<file path="src/hdl/seqcd_pkg.sv">
// ----------------------------------------------------------------------------
// seqcd_pkg: shared types and constants of the sequence command decoder
// Opcodes, event kinds, register indexes, field widths and the records
// passed from the parser through the command queue to the event formatter.
// ----------------------------------------------------------------------------
package seqcd_pkg;

	localparam int VARLEN_MAX_BYTES = 4;
	localparam int MAX_FIXED_ARGS   = 5;
	localparam int MAX_COUNT        = (1 + VARLEN_MAX_BYTES > MAX_FIXED_ARGS) ?
		1 + VARLEN_MAX_BYTES : MAX_FIXED_ARGS;
	localparam int ARG_COUNT_W      = $clog2(MAX_COUNT + 1);
	localparam int ARG_IDX_W        = $clog2(MAX_FIXED_ARGS);
	localparam int NFIX_W           = $clog2(MAX_FIXED_ARGS + 1);
	localparam int QUEUE_DEPTH      = 2;

	localparam int BYTE_W   = 8;
	localparam int ADDR_W   = 32;
	localparam int KIND_W   = 6;
	localparam int LENGTH_W = 4;
	localparam int WIDE_W   = 17;
	localparam int EXTRA_W  = 16;
	localparam int ACC_W    = 28;
	localparam int S_DATA_W = 40;
	localparam int M_DATA_W = 168;

	localparam int CFG_INDEX_W = 1;
	localparam logic [CFG_INDEX_W-1:0] CFG_DATA_BASE        = 1'd0;
	localparam logic [CFG_INDEX_W-1:0] CFG_NOTEWAIT_DEFAULT = 1'd1;
	localparam logic [ADDR_W-1:0]      DATA_BASE_RESET      = 32'h0000_001C;
	localparam logic                   NOTEWAIT_RESET       = 1'b1;
	localparam logic [ADDR_W-1:0]      CALL_LENGTH          = 32'd4;

	localparam logic [7:0] OP_REST       = 8'h80;
	localparam logic [7:0] OP_PROGRAM    = 8'h81;
	localparam logic [7:0] OP_OPEN_TRACK = 8'h93;
	localparam logic [7:0] OP_JUMP       = 8'h94;
	localparam logic [7:0] OP_CALL       = 8'h95;
	localparam logic [7:0] OP_RANDOM     = 8'hA0;
	localparam logic [7:0] OP_VAR_CMD    = 8'hA1;
	localparam logic [7:0] OP_IF         = 8'hA2;
	localparam logic [7:0] OP_VAR_FIRST  = 8'hB0;
	localparam logic [7:0] OP_VAR_HOLE   = 8'hB7;
	localparam logic [7:0] OP_VAR_LAST   = 8'hBD;
	localparam logic [7:0] OP_C0         = 8'hC0;
	localparam logic [7:0] OP_TRANSPOSE  = 8'hC3;
	localparam logic [7:0] OP_PITCH_BEND = 8'hC4;
	localparam logic [7:0] OP_NOTEWAIT   = 8'hC7;
	localparam logic [7:0] OP_CF         = 8'hCF;
	localparam logic [7:0] OP_D0         = 8'hD0;
	localparam logic [7:0] OP_D6         = 8'hD6;
	localparam logic [7:0] OP_E0         = 8'hE0;
	localparam logic [7:0] OP_TEMPO      = 8'hE1;
	localparam logic [7:0] OP_SWEEP      = 8'hE3;
	localparam logic [7:0] OP_FC         = 8'hFC;
	localparam logic [7:0] OP_RETURN     = 8'hFD;
	localparam logic [7:0] OP_ALLOC      = 8'hFE;
	localparam logic [7:0] OP_END        = 8'hFF;

	localparam logic [KIND_W-1:0] KIND_NOTE       = 6'd0;
	localparam logic [KIND_W-1:0] KIND_REST       = 6'd1;
	localparam logic [KIND_W-1:0] KIND_PROGRAM    = 6'd2;
	localparam logic [KIND_W-1:0] KIND_OPEN_TRACK = 6'd3;
	localparam logic [KIND_W-1:0] KIND_JUMP       = 6'd4;
	localparam logic [KIND_W-1:0] KIND_CALL       = 6'd5;
	localparam logic [KIND_W-1:0] KIND_RANDOM     = 6'd6;
	localparam logic [KIND_W-1:0] KIND_VAR_CMD    = 6'd7;
	localparam logic [KIND_W-1:0] KIND_IF         = 6'd8;
	localparam logic [KIND_W-1:0] KIND_VAR_OP     = 6'd9;
	localparam logic [KIND_W-1:0] KIND_CMD_C0     = 6'd10;
	localparam logic [KIND_W-1:0] KIND_CMD_D0     = 6'd26;
	localparam logic [KIND_W-1:0] KIND_CMD_D6     = 6'd32;
	localparam logic [KIND_W-1:0] KIND_CMD_E0     = 6'd33;
	localparam logic [KIND_W-1:0] KIND_TEMPO      = 6'd34;
	localparam logic [KIND_W-1:0] KIND_SWEEP      = 6'd35;
	localparam logic [KIND_W-1:0] KIND_CMD_FC     = 6'd36;
	localparam logic [KIND_W-1:0] KIND_RETURN     = 6'd37;
	localparam logic [KIND_W-1:0] KIND_ALLOC      = 6'd38;
	localparam logic [KIND_W-1:0] KIND_END        = 6'd39;
	localparam logic [KIND_W-1:0] KIND_UNKNOWN    = 6'd40;

	typedef logic [MAX_FIXED_ARGS-1:0][BYTE_W-1:0] arg_vec_t;

	typedef struct packed {
		logic [BYTE_W-1:0]      opcode;
		logic [ADDR_W-1:0]      begin_addr;
		logic [ARG_COUNT_W-1:0] count;
		arg_vec_t               args;
		logic [ACC_W-1:0]       accum;
		logic                   note_wait;
		logic [ADDR_W-1:0]      ret_addr;
	} cmd_t;

	// wide_value and extra_value hold two's complement bit patterns
	typedef struct packed {
		logic [KIND_W-1:0]   event_kind;
		logic [ADDR_W-1:0]   event_begin;
		logic [LENGTH_W-1:0] event_length;
		logic [BYTE_W-1:0]   small_value;
		logic [WIDE_W-1:0]   wide_value;
		logic [EXTRA_W-1:0]  extra_value;
		logic [ACC_W-1:0]    duration;
		logic [ACC_W-1:0]    time_advance;
		logic                redirect;
		logic [ADDR_W-1:0]   redirect_target;
		logic                track_stop;
		logic                is_loop;
	} evt_t;

endpackage

</file>
<file path="src/hdl/seqcd_front.sv">
// ----------------------------------------------------------------------------
// seqcd_front: byte parser
// Takes one stream byte per cycle while the command queue is not full, tracks the command in progress, collects
// fixed arguments and the variable-length value, and pushes a command record
// when the last byte of a command arrives. Holds return address and note-wait.
// ----------------------------------------------------------------------------
module seqcd_front (
	input  logic                       clk,
	input  logic                       arst_n,
	input  logic                       in_valid,
	output logic                       in_ready,
	input  logic [seqcd_pkg::BYTE_W-1:0] data_byte,
	input  logic [seqcd_pkg::ADDR_W-1:0] byte_address,
	input  logic                       track_start,
	input  logic                       notewait_default,
	input  logic                       q_ready,
	output logic                       push,
	output seqcd_pkg::cmd_t            cmd
);

	typedef struct packed {
		logic [seqcd_pkg::NFIX_W-1:0] nfix;
		logic                         vl;
	} argspec_t;

	function automatic argspec_t fixed_args(input logic [7:0] op);
		argspec_t s;
		s = '0;
		if (op < seqcd_pkg::OP_REST) begin
			s.nfix = seqcd_pkg::NFIX_W'(1);
			s.vl   = 1'b1;
		end else if (op == seqcd_pkg::OP_REST || op == seqcd_pkg::OP_PROGRAM) begin
			s.vl = 1'b1;
		end else if (op == seqcd_pkg::OP_OPEN_TRACK) begin
			s.nfix = seqcd_pkg::NFIX_W'(4);
		end else if (op == seqcd_pkg::OP_JUMP || op == seqcd_pkg::OP_CALL) begin
			s.nfix = seqcd_pkg::NFIX_W'(3);
		end else if (op == seqcd_pkg::OP_RANDOM) begin
			s.nfix = seqcd_pkg::NFIX_W'(5);
		end else if (op == seqcd_pkg::OP_VAR_CMD) begin
			s.nfix = seqcd_pkg::NFIX_W'(2);
		end else if (op >= seqcd_pkg::OP_VAR_FIRST && op <= seqcd_pkg::OP_VAR_LAST &&
				op != seqcd_pkg::OP_VAR_HOLE) begin
			s.nfix = seqcd_pkg::NFIX_W'(3);
		end else if (op >= seqcd_pkg::OP_C0 && op <= seqcd_pkg::OP_D6) begin
			s.nfix = seqcd_pkg::NFIX_W'(1);
		end else if (op == seqcd_pkg::OP_E0 || op == seqcd_pkg::OP_TEMPO ||
				op == seqcd_pkg::OP_SWEEP || op == seqcd_pkg::OP_ALLOC) begin
			s.nfix = seqcd_pkg::NFIX_W'(2);
		end
		return s;
	endfunction

	logic [seqcd_pkg::BYTE_W-1:0]      opcode_q;
	logic [seqcd_pkg::ADDR_W-1:0]      begin_q;
	logic [seqcd_pkg::ARG_COUNT_W-1:0] cnt_q;
	logic [seqcd_pkg::BYTE_W-1:0]      arg_q [seqcd_pkg::MAX_FIXED_ARGS];
	logic [seqcd_pkg::ACC_W-1:0]       acc_q;
	logic [seqcd_pkg::ADDR_W-1:0]      ret_q;
	logic                              nw_q;
	logic                              in_cmd_q;

	logic                              accept;
	logic                              in_cmd;
	logic [seqcd_pkg::ADDR_W-1:0]      ret_eff;
	logic                              nw_eff;
	argspec_t                          spec;
	logic [seqcd_pkg::ARG_COUNT_W-1:0] nfix_ext;
	logic [seqcd_pkg::ARG_COUNT_W-1:0] cnt_nxt;
	logic                              arg_wr;
	logic [seqcd_pkg::ACC_W-1:0]       acc_nxt;
	seqcd_pkg::arg_vec_t               arg_d;
	logic                              done;

	assign in_ready = q_ready;
	assign accept   = in_valid && in_ready;
	assign in_cmd   = in_cmd_q && !track_start;
	assign ret_eff  = track_start ? '0 : ret_q;
	assign nw_eff   = track_start ? notewait_default : nw_q;

	always_comb begin
		spec     = fixed_args(in_cmd ? opcode_q : data_byte);
		nfix_ext = seqcd_pkg::ARG_COUNT_W'(spec.nfix);
		cnt_nxt  = cnt_q + seqcd_pkg::ARG_COUNT_W'(1);
		arg_wr   = in_cmd && (cnt_q < nfix_ext);
		acc_nxt  = acc_q;
		if (!in_cmd) begin
			done = (spec.nfix == '0) && !spec.vl;
		end else if (arg_wr) begin
			done = (cnt_nxt == nfix_ext) && !spec.vl;
		end else begin
			acc_nxt = {acc_q[seqcd_pkg::ACC_W-8:0], data_byte[6:0]};
			done    = !data_byte[7] ||
				((cnt_nxt - nfix_ext) >= seqcd_pkg::ARG_COUNT_W'(seqcd_pkg::VARLEN_MAX_BYTES));
		end
		for (int i = 0; i < seqcd_pkg::MAX_FIXED_ARGS; i++) begin
			arg_d[i] = (arg_wr && cnt_q[seqcd_pkg::ARG_IDX_W-1:0] == seqcd_pkg::ARG_IDX_W'(i)) ?
				data_byte : arg_q[i];
		end
	end

	always_comb begin
		cmd.opcode     = in_cmd ? opcode_q : data_byte;
		cmd.begin_addr = in_cmd ? begin_q : byte_address;
		cmd.count      = in_cmd ? cnt_nxt : '0;
		cmd.args       = arg_d;
		cmd.accum      = in_cmd ? acc_nxt : '0;
		cmd.note_wait  = nw_eff;
		cmd.ret_addr   = ret_eff;
	end

	assign push = accept && done;

	always_ff @(posedge clk or negedge arst_n) begin
		if (!arst_n) begin
			opcode_q <= '0;
			begin_q  <= '0;
			cnt_q    <= '0;
			acc_q    <= '0;
			ret_q    <= '0;
			nw_q     <= seqcd_pkg::NOTEWAIT_RESET;
			in_cmd_q <= 1'b0;
		end else if (accept) begin
			opcode_q <= cmd.opcode;
			begin_q  <= cmd.begin_addr;
			cnt_q    <= cmd.count;
			acc_q    <= cmd.accum;
			in_cmd_q <= !done;
			if (done && cmd.opcode == seqcd_pkg::OP_CALL) begin
				ret_q <= cmd.begin_addr + seqcd_pkg::CALL_LENGTH;
			end else begin
				ret_q <= ret_eff;
			end
			if (done && cmd.opcode == seqcd_pkg::OP_NOTEWAIT) begin
				nw_q <= arg_d[0] != '0;
			end else begin
				nw_q <= nw_eff;
			end
		end
	end

	always_ff @(posedge clk) begin
		if (accept) begin
			for (int i = 0; i < seqcd_pkg::MAX_FIXED_ARGS; i++) begin
				arg_q[i] <= arg_d[i];
			end
		end
	end

`ifndef SYNTHESIS
	a_count_bound: assert property (@(posedge clk) disable iff (!arst_n)
		in_cmd_q |-> cnt_q <= seqcd_pkg::ARG_COUNT_W'(seqcd_pkg::MAX_COUNT))
		else $error("argument count beyond longest command");
`endif

endmodule

</file>
<file path="src/hdl/seqcd_queue.sv">
// ----------------------------------------------------------------------------
// seqcd_queue: command queue
// Short register queue of finished command records between the parser and
// the event formatter; push and pop may happen in the same cycle.
// ----------------------------------------------------------------------------
module seqcd_queue (
	input  logic            clk,
	input  logic            arst_n,
	input  logic            push,
	input  seqcd_pkg::cmd_t push_cmd,
	output logic            not_full,
	input  logic            pop,
	output logic            not_empty,
	output seqcd_pkg::cmd_t pop_cmd
);

	localparam int QPTR_W   = (seqcd_pkg::QUEUE_DEPTH > 1) ? $clog2(seqcd_pkg::QUEUE_DEPTH) : 1;
	localparam int QCOUNT_W = $clog2(seqcd_pkg::QUEUE_DEPTH + 1);

	seqcd_pkg::cmd_t     entry_q [seqcd_pkg::QUEUE_DEPTH];
	logic [QPTR_W-1:0]   wr_ptr_q;
	logic [QPTR_W-1:0]   rd_ptr_q;
	logic [QCOUNT_W-1:0] count_q;

	assign not_full  = count_q != QCOUNT_W'(seqcd_pkg::QUEUE_DEPTH);
	assign not_empty = count_q != '0;
	assign pop_cmd   = entry_q[rd_ptr_q];

	function automatic logic [QPTR_W-1:0] ptr_inc(input logic [QPTR_W-1:0] p);
		return (p == QPTR_W'(seqcd_pkg::QUEUE_DEPTH - 1)) ? '0 : p + QPTR_W'(1);
	endfunction

	always_ff @(posedge clk or negedge arst_n) begin
		if (!arst_n) begin
			wr_ptr_q <= '0;
			rd_ptr_q <= '0;
			count_q  <= '0;
		end else begin
			if (push) begin
				wr_ptr_q <= ptr_inc(wr_ptr_q);
			end
			if (pop) begin
				rd_ptr_q <= ptr_inc(rd_ptr_q);
			end
			if (push && !pop) begin
				count_q <= count_q + QCOUNT_W'(1);
			end else if (pop && !push) begin
				count_q <= count_q - QCOUNT_W'(1);
			end
		end
	end

	always_ff @(posedge clk) begin
		if (push) begin
			entry_q[wr_ptr_q] <= push_cmd;
		end
	end

`ifndef SYNTHESIS
	a_no_overflow: assert property (@(posedge clk) disable iff (!arst_n)
		push |-> count_q < QCOUNT_W'(seqcd_pkg::QUEUE_DEPTH))
		else $error("push into full command queue");
	a_no_underflow: assert property (@(posedge clk) disable iff (!arst_n)
		pop |-> count_q != '0)
		else $error("pop from empty command queue");
`endif

endmodule

</file>
<file path="src/hdl/seqcd_back.sv">
// ----------------------------------------------------------------------------
// seqcd_back: event formatter
// Pops command records, classifies the opcode, extracts parameters, computes
// time advance and redirects, and holds the event in the output register.
// ----------------------------------------------------------------------------
module seqcd_back (
	input  logic                         clk,
	input  logic                         arst_n,
	input  logic                         q_valid,
	input  seqcd_pkg::cmd_t              q_cmd,
	output logic                         pop,
	input  logic [seqcd_pkg::ADDR_W-1:0] data_base,
	output logic                         out_valid,
	input  logic                         out_ready,
	output seqcd_pkg::evt_t              evt
);

	function automatic logic [seqcd_pkg::KIND_W-1:0] kind_of(input logic [7:0] op);
		logic [seqcd_pkg::KIND_W-1:0] k;
		k = seqcd_pkg::KIND_UNKNOWN;
		if (op < seqcd_pkg::OP_REST) k = seqcd_pkg::KIND_NOTE;
		else if (op == seqcd_pkg::OP_REST) k = seqcd_pkg::KIND_REST;
		else if (op == seqcd_pkg::OP_PROGRAM) k = seqcd_pkg::KIND_PROGRAM;
		else if (op == seqcd_pkg::OP_OPEN_TRACK) k = seqcd_pkg::KIND_OPEN_TRACK;
		else if (op == seqcd_pkg::OP_JUMP) k = seqcd_pkg::KIND_JUMP;
		else if (op == seqcd_pkg::OP_CALL) k = seqcd_pkg::KIND_CALL;
		else if (op == seqcd_pkg::OP_RANDOM) k = seqcd_pkg::KIND_RANDOM;
		else if (op == seqcd_pkg::OP_VAR_CMD) k = seqcd_pkg::KIND_VAR_CMD;
		else if (op == seqcd_pkg::OP_IF) k = seqcd_pkg::KIND_IF;
		else if (op >= seqcd_pkg::OP_VAR_FIRST && op <= seqcd_pkg::OP_VAR_LAST &&
				op != seqcd_pkg::OP_VAR_HOLE) k = seqcd_pkg::KIND_VAR_OP;
		else if (op >= seqcd_pkg::OP_C0 && op <= seqcd_pkg::OP_CF)
			k = seqcd_pkg::KIND_CMD_C0 + seqcd_pkg::KIND_W'(op - seqcd_pkg::OP_C0);
		else if (op >= seqcd_pkg::OP_D0 && op <= seqcd_pkg::OP_D6)
			k = seqcd_pkg::KIND_CMD_D0 + seqcd_pkg::KIND_W'(op - seqcd_pkg::OP_D0);
		else if (op == seqcd_pkg::OP_E0) k = seqcd_pkg::KIND_CMD_E0;
		else if (op == seqcd_pkg::OP_TEMPO) k = seqcd_pkg::KIND_TEMPO;
		else if (op == seqcd_pkg::OP_SWEEP) k = seqcd_pkg::KIND_SWEEP;
		else if (op == seqcd_pkg::OP_FC) k = seqcd_pkg::KIND_CMD_FC;
		else if (op == seqcd_pkg::OP_RETURN) k = seqcd_pkg::KIND_RETURN;
		else if (op == seqcd_pkg::OP_ALLOC) k = seqcd_pkg::KIND_ALLOC;
		else if (op == seqcd_pkg::OP_END) k = seqcd_pkg::KIND_END;
		return k;
	endfunction

	seqcd_pkg::evt_t evt_q;
	logic            out_valid_q;
	seqcd_pkg::evt_t evt_d;
	logic [15:0]     le16_0;
	logic [15:0]     le16_1;
	logic [15:0]     le16_3;
	logic [7:0]      a0;
	logic [seqcd_pkg::ADDR_W-1:0] jump_target;

	assign pop = q_valid && (!out_valid_q || out_ready);

	always_comb begin
		a0          = q_cmd.args[0];
		le16_0      = {q_cmd.args[1], q_cmd.args[0]};
		le16_1      = {q_cmd.args[2], q_cmd.args[1]};
		le16_3      = {q_cmd.args[4], q_cmd.args[3]};
		jump_target = {8'd0, q_cmd.args[2], q_cmd.args[1], q_cmd.args[0]} + data_base;

		evt_d              = '0;
		evt_d.event_kind   = kind_of(q_cmd.opcode);
		evt_d.event_begin  = q_cmd.begin_addr;
		evt_d.event_length = seqcd_pkg::LENGTH_W'(q_cmd.count) + seqcd_pkg::LENGTH_W'(1);
		case (evt_d.event_kind)
			seqcd_pkg::KIND_NOTE: begin
				evt_d.small_value  = q_cmd.opcode;
				evt_d.extra_value  = {8'd0, a0};
				evt_d.duration     = q_cmd.accum;
				evt_d.time_advance = q_cmd.note_wait ? q_cmd.accum : '0;
			end
			seqcd_pkg::KIND_REST: begin
				evt_d.duration     = q_cmd.accum;
				evt_d.time_advance = q_cmd.accum;
			end
			seqcd_pkg::KIND_PROGRAM: begin
				evt_d.duration = {20'd0, q_cmd.accum[7:0]};
			end
			seqcd_pkg::KIND_JUMP: begin
				evt_d.redirect        = 1'b1;
				evt_d.is_loop         = 1'b1;
				evt_d.redirect_target = jump_target;
			end
			seqcd_pkg::KIND_CALL: begin
				evt_d.redirect        = 1'b1;
				evt_d.redirect_target = jump_target;
			end
			seqcd_pkg::KIND_RANDOM: begin
				evt_d.small_value = a0;
				evt_d.wide_value  = {le16_1[15], le16_1};
				evt_d.extra_value = le16_3;
			end
			seqcd_pkg::KIND_VAR_CMD: begin
				evt_d.small_value = a0;
				evt_d.wide_value  = {9'd0, q_cmd.args[1]};
			end
			seqcd_pkg::KIND_VAR_OP: begin
				evt_d.small_value = a0;
				evt_d.wide_value  = {le16_1[15], le16_1};
				evt_d.extra_value = {8'd0, q_cmd.opcode - seqcd_pkg::OP_VAR_FIRST};
			end
			seqcd_pkg::KIND_CMD_E0, seqcd_pkg::KIND_TEMPO: begin
				evt_d.wide_value = {1'b0, le16_0};
			end
			seqcd_pkg::KIND_SWEEP: begin
				evt_d.wide_value = {le16_0[15], le16_0};
			end
			seqcd_pkg::KIND_RETURN: begin
				evt_d.redirect        = 1'b1;
				evt_d.redirect_target = q_cmd.ret_addr;
			end
			seqcd_pkg::KIND_END, seqcd_pkg::KIND_UNKNOWN: begin
				evt_d.track_stop = 1'b1;
			end
			default: begin
				if (evt_d.event_kind >= seqcd_pkg::KIND_CMD_C0 &&
						evt_d.event_kind <= seqcd_pkg::KIND_CMD_D6) begin
					evt_d.small_value = a0;
					if (q_cmd.opcode == seqcd_pkg::OP_TRANSPOSE) begin
						evt_d.wide_value = {{9{a0[7]}}, a0};
					end else if (q_cmd.opcode == seqcd_pkg::OP_PITCH_BEND) begin
						evt_d.wide_value = {{3{a0[7]}}, a0, 6'd0};
					end
				end
			end
		endcase
	end

	always_ff @(posedge clk or negedge arst_n) begin
		if (!arst_n) begin
			out_valid_q <= 1'b0;
		end else if (!out_valid_q || out_ready) begin
			out_valid_q <= q_valid;
		end
	end

	always_ff @(posedge clk) begin
		if (pop) begin
			evt_q <= evt_d;
		end
	end

	assign out_valid = out_valid_q;
	assign evt       = evt_q;

`ifndef SYNTHESIS
	a_stop_no_redirect: assert property (@(posedge clk) disable iff (!arst_n)
		out_valid_q && evt_q.track_stop |-> !evt_q.redirect)
		else $error("stopping event carries a redirect");
	a_loop_is_redirect: assert property (@(posedge clk) disable iff (!arst_n)
		out_valid_q && evt_q.is_loop |-> evt_q.redirect &&
			evt_q.event_kind == seqcd_pkg::KIND_JUMP)
		else $error("loop flag without jump redirect");
`endif

endmodule

</file>
<file path="src/hdl/sequence_command_decoder_core.sv">
// ----------------------------------------------------------------------------
// sequence_command_decoder_core: sequence track command decoder
// A command's last byte writes its record into the queue, whose head is then
// registered as the event. Throughput: one byte per cycle while the queue is
// not full, at most one event per cycle; parser registers update once per byte.
// Reset (arst_n low, asynchronous): parser idle, queue and output empty,
// data_base = 0x1C, notewait_default = 1; no clearing pass is needed.
// ----------------------------------------------------------------------------
module sequence_command_decoder_core (
	input  logic                                clk,
	input  logic                                arst_n,
	input  logic                                s_tvalid,
	output logic                                s_tready,
	input  logic [seqcd_pkg::S_DATA_W-1:0]      s_tdata,  // data_byte, byte_address
	input  logic [0:0]                          s_tuser,  // track_start
	output logic                                m_tvalid,
	input  logic                                m_tready,
	// event_begin, event_length, small_value, wide_value, extra_value, duration,
	// time_advance, redirect, redirect_target, is_loop, zero pad
	output logic [seqcd_pkg::M_DATA_W-1:0]      m_tdata,
	output logic [seqcd_pkg::KIND_W-1:0]        m_tuser,  // event_kind
	output logic                                m_tlast,  // track_stop
	input  logic                                cfg_valid,
	output logic                                cfg_ready,
	input  logic [seqcd_pkg::CFG_INDEX_W-1:0]   cfg_index,
	input  logic [seqcd_pkg::ADDR_W-1:0]        cfg_data
);

	logic [seqcd_pkg::ADDR_W-1:0] data_base_q;
	logic                         notewait_default_q;

	logic            q_not_full;
	logic            q_not_empty;
	logic            push;
	logic            pop;
	seqcd_pkg::cmd_t push_cmd;
	seqcd_pkg::cmd_t pop_cmd;
	seqcd_pkg::evt_t evt;

	assign cfg_ready = 1'b1;

	always_ff @(posedge clk or negedge arst_n) begin
		if (!arst_n) begin
			data_base_q        <= seqcd_pkg::DATA_BASE_RESET;
			notewait_default_q <= seqcd_pkg::NOTEWAIT_RESET;
		end else if (cfg_valid && cfg_ready) begin
			case (cfg_index)
				seqcd_pkg::CFG_DATA_BASE: data_base_q <= cfg_data;
				seqcd_pkg::CFG_NOTEWAIT_DEFAULT: notewait_default_q <= cfg_data[0];
				default: ;
			endcase
		end
	end

	seqcd_front u_front (
		.clk              (clk),
		.arst_n           (arst_n),
		.in_valid         (s_tvalid),
		.in_ready         (s_tready),
		.data_byte        (s_tdata[7:0]),
		.byte_address     (s_tdata[39:8]),
		.track_start      (s_tuser[0]),
		.notewait_default (notewait_default_q),
		.q_ready          (q_not_full),
		.push             (push),
		.cmd              (push_cmd)
	);

	seqcd_queue u_queue (
		.clk       (clk),
		.arst_n    (arst_n),
		.push      (push),
		.push_cmd  (push_cmd),
		.not_full  (q_not_full),
		.pop       (pop),
		.not_empty (q_not_empty),
		.pop_cmd   (pop_cmd)
	);

	seqcd_back u_back (
		.clk       (clk),
		.arst_n    (arst_n),
		.q_valid   (q_not_empty),
		.q_cmd     (pop_cmd),
		.pop       (pop),
		.data_base (data_base_q),
		.out_valid (m_tvalid),
		.out_ready (m_tready),
		.evt       (evt)
	);

	assign m_tdata = {1'b0, evt.is_loop, evt.redirect_target, evt.redirect,
		evt.time_advance, evt.duration, evt.extra_value, evt.wide_value,
		evt.small_value, evt.event_length, evt.event_begin};
	assign m_tuser = evt.event_kind;
	assign m_tlast = evt.track_stop;

endmodule
</file>
<file path="config.mk">
export PLATFORM = sky130hd
export DESIGN_NAME = sequence_command_decoder_core
export DESIGN_NICKNAME = d
export VERILOG_FILES = /design/src/hdl/seqcd_pkg.sv /design/src/hdl/seqcd_front.sv /design/src/hdl/seqcd_queue.sv /design/src/hdl/seqcd_back.sv /design/src/hdl/sequence_command_decoder_core.sv
export SDC_FILE = /design/constraint.sdc
export NUM_CORES = 1
export LEC_CHECK = 0
export ABC_AREA = 1
export BUFFER_PORTS_ARGS = -buffer_cell sky130_fd_sc_hd__buf_2
export CORE_MARGIN = 4
export CORE_UTILIZATION = 60
export CTS_CLUSTER_DIAMETER = 40
export DETAILED_ROUTE_END_ITERATION = 7
export GPL_TIMING_DRIVEN = 0
export PLACE_DENSITY = 0.78
export SLEW_MARGIN = 20
export SYNTH_ARGS = -nofsm -noshare
export SYNTH_HDL_FRONTEND = slang
export SYNTH_SLANG_ARGS = --single-unit
</file>
<file path="constraint.sdc">
create_clock -name clk -period 14.1 [get_ports clk]
set_clock_uncertainty 0.05 [all_clocks]
set_input_delay 2.115 -clock clk [delete_from_list [all_inputs] [get_ports clk]]
set_output_delay 2.115 -clock clk [all_outputs]
set_load 0.1 [all_outputs]
</file>
==> metrics.yaml, run 1 <==
syn_nets: 2966
grt_max_degree: 74
fin_nets: 3324
insertion_delay_ns: 0.62
io_buffers: 254
synth.most_common_cell: "nand2_1"
critPathMostFrequentCell: "nand2_1"
drv_slew: 0
rsz0062_at_grt: "no"
cts_buffers: 81
synth-edff-count: 502
yosys_register_bits: 645
netlist_area_um2: 29400
io_pins: 257
netlist_top_cells_count: "886 x nand2_1, 502 x edfxtp_1, 199 x o21ai_0"
hold_path.class: "flip-flop to flip-flop"
synthCells: 2841
layout_setup_ws_ns: 7.17
antenna_found_initial: 1
period_share_pct: 49.1
cpLargestDelayFamily: "simple AND/OR/NAND/NOR gates"
finalWeightedCongestion: 0.956
path_buf_inv: 11
ys_seq_area_share_pct: 63.4
slowest_stage: "o21ai_1"
post_cts_buffers: 0
synth.distinct_cells: 53
dp_slack_ns: 6.60
synth_top_area_share_pct: 51.2
cts_resized: 0
final.fill_count: 3282
setup_tns_ns: 0
post_drt_wl_per_cell_um: 20.2
overflow: 0
cp_data_arrival_time_ns: 7.19
layout-drive-gt1-share_pct: 18.8
fmax_mhz: 144
ys_top_cells_by_area: "edfxtp_1 51%, dfrtp_1 12%, nand2_1 11%"
grt_pass1_wl_um: 123000
dieArea_um2: 52600
slew_headroom_pct: 33.7
dr_total_vias: 22200
tightestPinTransition_ns: 0.994
h-tree-depth: 3
path_clk_slew_ns: 0.06
yosys.area.top_type: "edfxtp_1"
dpl-instance-area_um2: 32100
cts_tree: "done"
via_per_inst: 5.67
clock-sinks: 645
criticalPathCategory: "input pin to flip-flop"
cp-start-kind: "input pin"
die_h_um: 229
ctsRootBufferMaster: "clkbuf_16"
drt-initial-drc-count: 2391
avgSynthCellArea_um2: 10.4
drt-total-wl_um: 79300
cp-end-kind: "flip-flop"
n_antenna_cell: 0
yosysWarnings: 0
start_util_pct: 61.1
status: "completed"
grt_use_total_pct: 29.9
synthFlopType: "edfxtp_1"
die_x_um: 229
maxCapViolations: 0
cts-hold-fix-buffers: 0
async_flop_share_pct: 22.2
fp.coreArea_um2: 48100
grt_pass1_vias: 21700
crit_required_ns: 14.36
finalHoldViolCount: 0
clockBufferDepth: 3
areaGrowthSynthToFinish_pct: 18.6
critPathMaxStageDelay_ns: 0.46
rows: 80
hpwl_um: 57800
path_max_fanout: 25
drt.antenna.violating_nets: 0
dr.pass1.iters: 6
final_cell_area_um2: 34900
setup_viol: 0
drc: 0
finalCriticalPeriod_ns: 6.93
cell usage in the layout (no fill, tap or decap), types with 7 or more instances in the layout:
cell type     n
nand2_1     886
edfxtp_1    502
buf_2       272
o21ai_0     199
inv_1       191
nor2_1      154
nand3_1     152
dfrtp_1     138
clkbuf_16    84
clkbuf_1     70
a21oi_1      70
nand4_1      47
ha_1         45
o21ai_1      42
xor2_1       27
mux2_2       27
mux2i_1      26
nor2_2       25
nand2_2      24
nor3_1       24
inv_2        20
buf_6        16
xnor2_1      16
buf_16       16
or2_2        13
buf_1        13
o21ai_2      12
o211ai_1     12
inv_6        12
nand2_4      11
clkinvlp_4   10
nor2_4        8
bufinv_16     8
inv_8         8
a31oi_1       7
buf_4         7
worst register-to-register path, stage by stage, from the launching register on:
cell,delay [ns]
dfrtp_1,0.39
nand2_4,0.11
o21ai_1,0.47
nand2_1,0.25
nor3_1,0.20
nand3_1,0.13
nand2_1,0.08
nor2_1,0.04
nand2_1,0.11
inv_1,0.07
ha_1,0.26
inv_1,0.06
nor2_1,0.04
o21ai_0,0.14
nand2_1,0.22
nor3_1,0.19
nand4_1,0.17
nand3_4,0.18
buf_6,0.16
nand2_2,0.07
nor2_4,0.22
inv_2,0.11
nor2_4,0.46
buf_16,0.24
buf_12,0.21
buf_12,0.21
buf_12,0.23
buf_16,0.20
layer usage:
layer,vias up,share of wire [%],track usage (%)
li1,10400,-,-
met1,10600,40,40.2
met2,1053,48,49.3
met3,213,7.7,5.53
met4,2,3.6,10.7
met5,-,0.010,0
path summary, 6_finish.rpt:
| path | start | to | slack (ns) | depth (start not counted) |
|---|---|---|---|---|
| setup / recovery | s_tuser | u_queue.entry_q[1][122] | 7.17 | 29 |
| hold / removal | u_front.nw_q | u_front.nw_q | 0.42 | 2 |
| setup reg to reg | u_front.in_cmd_q | u_queue.entry_q[1][122] | 8.53 | 27 |
| hold reg to reg | u_front.nw_q | u_front.nw_q | 0.42 | 2 |
| max in group asynchronous | arst_n | u_front.acc_q[1] | 11.73 | 2 |
| min in group asynchronous | arst_n | u_back.out_valid | 1.43 | 1 |
sequential cells by signal, indices dropped and copies added (netlist names), 3 cells and up:
register,cells
data_base_q,32
u_back.evt,174
u_front.acc_q,28
u_front.arg_q,40
u_front.begin_q,32
u_front.cnt_q,3
u_front.opcode_q,8
u_front.ret_q,32
u_queue.entry_q,288
cell type report:
type,count,area [um^2],area share [%]
flip-flops and latches,645,18700,53.5
multi-input cells,1870,9400,26.9
clock buffers,99,2180,6.24
repair buffers,275,1820,5.22
well taps,656,821,2.35
inverters,214,805,2.31
clock inverters,51,622,1.78
plain buffers,112,591,1.69
logic make-up after synthesis:
kind of cell	Yosys count	share of synthesized area, %
AO/OA/AOI/OAI	354	6.41
other	2	0.0255
adder cells (fa/ha/maj)	46	1.98
multiplexers	53	1.92
XOR/XNOR	43	1.28
AND/OR/NAND/NOR	1372	20.2
buffers and inverters	326	4.73
flip-flops	645	63.4
stage by stage:
step	hold WS [ns]	instances	utilization, %
6_report	0.421	3922	72.5
5_1_grt	0.453	3922	72.5
4_1_cts	0.422	3922	72.5
3_5_place_dp	0.413	3772	66.7
3_3_place_gp	0.405	3751	65.5
2_1_floorplan	0.396	2841	-
Power of run 1 is not shown: default switching activity piles up to over one toggle a cycle in this logic, so the estimate is an artifact.
==> run 2, diff against run 1 <==
==> constraint.sdc (replaced) <==
create_clock -name clk -period 7.26 [get_ports clk]
set_clock_uncertainty 0.05 [all_clocks]
set_input_delay 1.089 -clock clk [delete_from_list [all_inputs] [get_ports clk]]
set_output_delay 1.089 -clock clk [all_outputs]
set_load 0.1 [all_outputs]
==> run 2 against run 1 <==
Net effect: non-clock buffer count is the same; wire length shrank 0.32%; global-route usage shrank 0.11 points; worst setup slack lost 5.6 ns; register-to-register slack lost 6.7 ns; critical path depth shrank 1; sequential share of layout area is essentially flat; die area is the same; sequential cell count is the same.
==> metrics.yaml, run 2 (same netlist as run 1, synthesis figures left out) <==
critPathMostFrequentCell: "nand2_1"
layout-drive-gt1-share_pct: 18.9
placed_cells: 3772
slowest_stage: "o21ai_1"
layout_commonest_cell: "nand2_1"
largest_register_ffs: 288
setup_viol: 0
grt_use_total_pct: 29.8
slew_headroom_pct: 34.3
critPathMaxStageDelay_ns: 0.45
overflow: 0
regMostFlops: "u_queue.entry_q"
maxCapViolations: 0
r2r_slack_ns: 1.87
dr_total_vias: 22300
finalWeightedCongestion: 0.941
period_share_pct: 78.8
rr_worst_depth: 26
final_cell_mix: "886 x nand2_1, 502 x edfxtp_1, 272 x buf_2, 199 x o21ai_0, 191 x inv_1"
grt_max_degree: 73
start_util_pct: 61.1
ctsRootBufferMaster: "clkbuf_16"
cts-hold-fix-buffers: 0
cp_data_arrival_time_ns: 5.98
drv_slew: 0
worstReg2RegStart: "u_front.in_cmd_q"
finalCriticalPeriod_ns: 5.72
dieArea_um2: 52600
cp-end-kind: "flip-flop"
multi_input_area_um2: 9400
die_x_um: 229
status: "completed"
post_drt_wl_per_cell_um: 20.2
rsz0062_at_grt: "no"
path_clk_slew_ns: 0.06
cp-start-kind: "input pin"
drt-total-wl_um: 79100
fp.coreArea_um2: 48100
grt_pass1_vias: 21600
post_cts_buffers: 0
io_buffers: 254
crit_required_ns: 7.52
drt.antenna.violating_nets: 0
insertion_delay_ns: 0.62
r2r_end: "u_queue.entry_q[1][39]"
criticalPathCategory: "input pin to flip-flop"
fin_nets: 3324
drt-initial-drc-count: 2552
antenna_found_initial: 2
layout.area.seq_um2: 18700
areaGrowthSynthToFinish_pct: 18.6
fmax_mhz: 175
stdcell_count: 3924
die_h_um: 229
final.fill_count: 3304
via_per_inst: 5.68
path_max_fanout: 25
h-tree-depth: 3
dpl-instance-area_um2: 32100
dr.pass1.iters: 7
clockBufferDepth: 3
cts_tree: "done"
hpwl_um: 57900
rows: 80
cts_buffers: 81
grt_pass1_wl_um: 122000
tightestPinTransition_ns: 0.986
io_pins: 257
utilization_pct: 72.5
finalHoldViolCount: 0
drc: 0
cts_resized: 0
final_cell_area_um2: 34900
hold_path.class: "input pin to asynchronous set/reset pin"
clock-sinks: 645
run 2: metrics by stage:
| step | worst slack, ns | setup TNS, ns | hold slack (ns) |
|---|---|---|---|
| after global placement | -2.14 | -554.27 | 0.407 |
| after floorplan | 0.116 | 0 | 0.396 |
| final | 1.54 | 0 | 0.399 |
| after global routing | 1.08 | 0 | 0.418 |
| after detailed placement | 0.951 | 0 | 0.416 |
| after CTS | 1.60 | 0 | 0.395 |
run 2: worst max-delay path by stage:
stage | start | endpoint | cells after the start
floorplan | m_tready | u_queue.count_q[1] | 7
global placement | m_tready | u_queue.count_q[1] | 8
detailed placement | s_tuser | u_queue.entry_q[1][34] | 28
CTS | s_tuser | u_queue.entry_q[1][39] | 28
global route | s_tuser | u_queue.entry_q[1][39] | 28
finish | s_tuser | u_queue.entry_q[1][39] | 28
run 2: critical path, delay by kind of cell:
family                   cells  cell delay (ns)
adder cells (fa/ha/maj)      1             0.27
buffers and inverters       10             1.51
AND/OR/NAND/NOR             15             2.43
AO/OA/AOI/OAI                2             0.60
run 2: layer usage:
layer | part of all wire, % | routed length (um) | up-vias | GRT usage, %
met5 | 0.0089 | 7 | - | 0
met4 | 3.3 | 2630 | 2 | 10.7
met3 | 7.5 | 5930 | 183 | 4.65
met2 | 48 | 38200 | 1035 | 48.8
met1 | 41 | 32300 | 10700 | 40.9
li1 | - | - | 10400 | -
run 2: layout make-up:
type,instances,area share (%)
sequential,645,53.5
multi-input combinational,1870,26.9
clock buffer,92,6.19
timing repair buffer,275,5.15
tap,656,2.35
inverter,214,2.30
clock inverter,59,1.91
buffer,112,1.69
antenna,1,0.00717
Power of run 2 is left out for the same reason.
==> run 3, diff against run 2 <==
--- a/config.mk
+++ b/config.mk
@@ -8,11 +8,11 @@
 export ABC_AREA = 1
 export BUFFER_PORTS_ARGS = -buffer_cell sky130_fd_sc_hd__buf_2
 export CORE_MARGIN = 4
-export CORE_UTILIZATION = 60
+export CORE_UTILIZATION = 54
 export CTS_CLUSTER_DIAMETER = 40
 export DETAILED_ROUTE_END_ITERATION = 7
 export GPL_TIMING_DRIVEN = 0
-export PLACE_DENSITY = 0.78
+export PLACE_DENSITY = 0.74
 export SLEW_MARGIN = 20
 export SYNTH_ARGS = -nofsm -noshare
 export SYNTH_HDL_FRONTEND = slang
==> constraint.sdc (replaced) <==
create_clock -name clk -period 4.7 [get_ports clk]
set_clock_uncertainty 0.05 [all_clocks]
set_input_delay 0.705 -clock clk [delete_from_list [all_inputs] [get_ports clk]]
set_output_delay 0.705 -clock clk [all_outputs]
set_load 0.1 [all_outputs]
==> run 3 against run 2 <==
Net effect: via count is 0.85% lower; sequential share of layout area decreased by 1.1 points; hold slack lost 0.19 ns; non-clock buffer count increased by 13; global-route usage shrank 2.5 points; sequential cell count unchanged; worst setup slack got worse by 1.3 ns; critical path depth down 3; highest routed layer unchanged.
==> metrics.yaml, run 3 (same netlist as run 1, synthesis figures left out) <==
n_antenna_cell: 0
maxCapViolations: 0
grt_use_total_pct: 27.2
die_h_um: 241
largest_register_ffs: 288
clockBufferDepth: 3
criticalPathCategory: "flip-flop to flip-flop"
areaGrowthSynthToFinish_pct: 21.1
drt-total-wl_um: 80400
cts_buffers: 92
grt_pass1_wl_um: 122000
use_met3_pct: 5.23
cpLargestDelayFamily: "simple AND/OR/NAND/NOR gates"
finalHoldViolCount: 0
h-tree-depth: 3
antenna_found_initial: 1
setup_viol: 0
final_cell_mix: "880 x nand2_1, 502 x edfxtp_1, 272 x buf_2, 193 x o21ai_0, 190 x inv_1"
regMostFlops: "u_queue.entry_q"
io_buffers: 254
cp-start-kind: "flip-flop"
start_util_pct: 54.6
rsz0062_at_grt: "no"
slowest_stage: "dfrtp_2"
fmax_mhz: 226
final_cell_area_um2: 35600
layout_setup_ws_ns: 0.269
via_per_inst: 5.52
slew_headroom_pct: 30.0
path_buf_inv: 8
drv_slew: 0
layout-drive-gt1-share_pct: 20.5
insertion_delay_ns: 0.64
post_drt_wl_per_cell_um: 20.1
busiest_layer: "met2"
drt-initial-drc-count: 2129
drc: 0
crit_required_ns: 4.97
finalCriticalPeriod_ns: 4.43
dr_total_vias: 22100
critPathMostFrequentCell: "nand2_1"
drt.antenna.violating_nets: 0
cp-end-kind: "flip-flop"
finalWeightedCongestion: 0.956
dpl-instance-area_um2: 32200
dr.pass1.iters: 6
path_max_fanout: 26
dieArea_um2: 58300
layout_commonest_cell: "nand2_1"
rr_worst_depth: 25
die_x_um: 241
clock-sinks: 645
hold_path.class: "input pin to flip-flop"
io_pins: 257
fin_nets: 3348
fp.coreArea_um2: 53900
tightestPinTransition_ns: 1.05
cp.depth: 25
dp_slack_ns: -1.13
hpwl_um: 58200
whs_ns: 0.213
ctsRootBufferMaster: "clkbuf_16"
rows: 85
met1_usage_pct: 36.3
critPathMaxStageDelay_ns: 0.44
cts_tree: "done"
status: "completed"
holdPathStages: 2
grt_pass1_vias: 21500
path_clk_slew_ns: 0.06
grt_max_degree: 91
grt_use_met2_pct: 45.4
cp_data_arrival_time_ns: 4.70
overflow: 0
period_share_pct: 94.3
## run 3: changes by cell type in the layout (fill, tap and decap cells not counted), moves of 4 or more
cell and change:
o21ai_0 -6, clkinv_8 +5, nand2_1 -6, clkinv_1 -4
clkbuf_1 -4, inv_6 +8, nand2_2 +4, inv_4 +5
clkbuf_16 +13, buf_4 +13, inv_8 +4
## run 3: stage by stage
stage | TNS (ns) | cells | utilization (%)
after CTS | 0 | 3990 | 65.9
after floorplan | -277.62 | 2841 | -
after global placement | -1017.83 | 3791 | 58.8
after global routing | 0 | 3999 | 66.1
after detailed placement | -222.62 | 3812 | 59.7
final | 0 | 3999 | 66.1
## run 3: final cells by class
class	count	area [um^2]
sequential	645	18700
fill	4061	18300
multi-input combinational	1870	9500
clock buffer	102	2410
timing repair buffer	290	1910
clock inverter	72	872
tap	696	871
inverter	214	825
buffer	110	591
## run 3: what timing repair did
| item | in CTS | in global routing |
|---|---|---|
| hold buffers | 1 | 0 |
| setup buffers | 3 | 10 |
| cloned | 0 | 2 |
| setup endpoints to repair | 262 | 141 |
| resized for setup | 6 | 12 |
| hold endpoints to repair | 49 | 0 |
| pin swaps | 3 | 3 |
## run 3: layer usage
layer,vias up,wire (um)
li1,10400,-
met5,-,13
met1,10600,32800
met3,178,5660
met2,892,39200
met4,2,2710
## run 3: worst paths after layout
check / from / slack, ns / endpoint
worst min register to register: u_front.ret_q[25] / 0.43 / u_front.ret_q[25]
min in group asynchronous: arst_n / 0.57 / data_base_q[8]
max in group asynchronous: arst_n / 3.12 / u_front.opcode_q[1]
worst max register to register: u_front.in_cmd_q / 0.27 / u_queue.entry_q[0][129]
worst min-delay path: cfg_valid / 0.21 / notewait_default_q
worst max-delay path: u_front.in_cmd_q / 0.27 / u_queue.entry_q[0][129]
## run 3: worst reg2reg max path: cells and delay by family, from the launching register on
| kind | cells | cell delay, ns |
|---|---|---|
| buf+inv | 8 | 1.19 |
| compound gates | 2 | 0.45 |
| simple gates | 14 | 1.67 |
| fa+ha+maj | 1 | 0.28 |
| flops | 1 | 0.44 |
Power of run 3 is left out for the same reason.
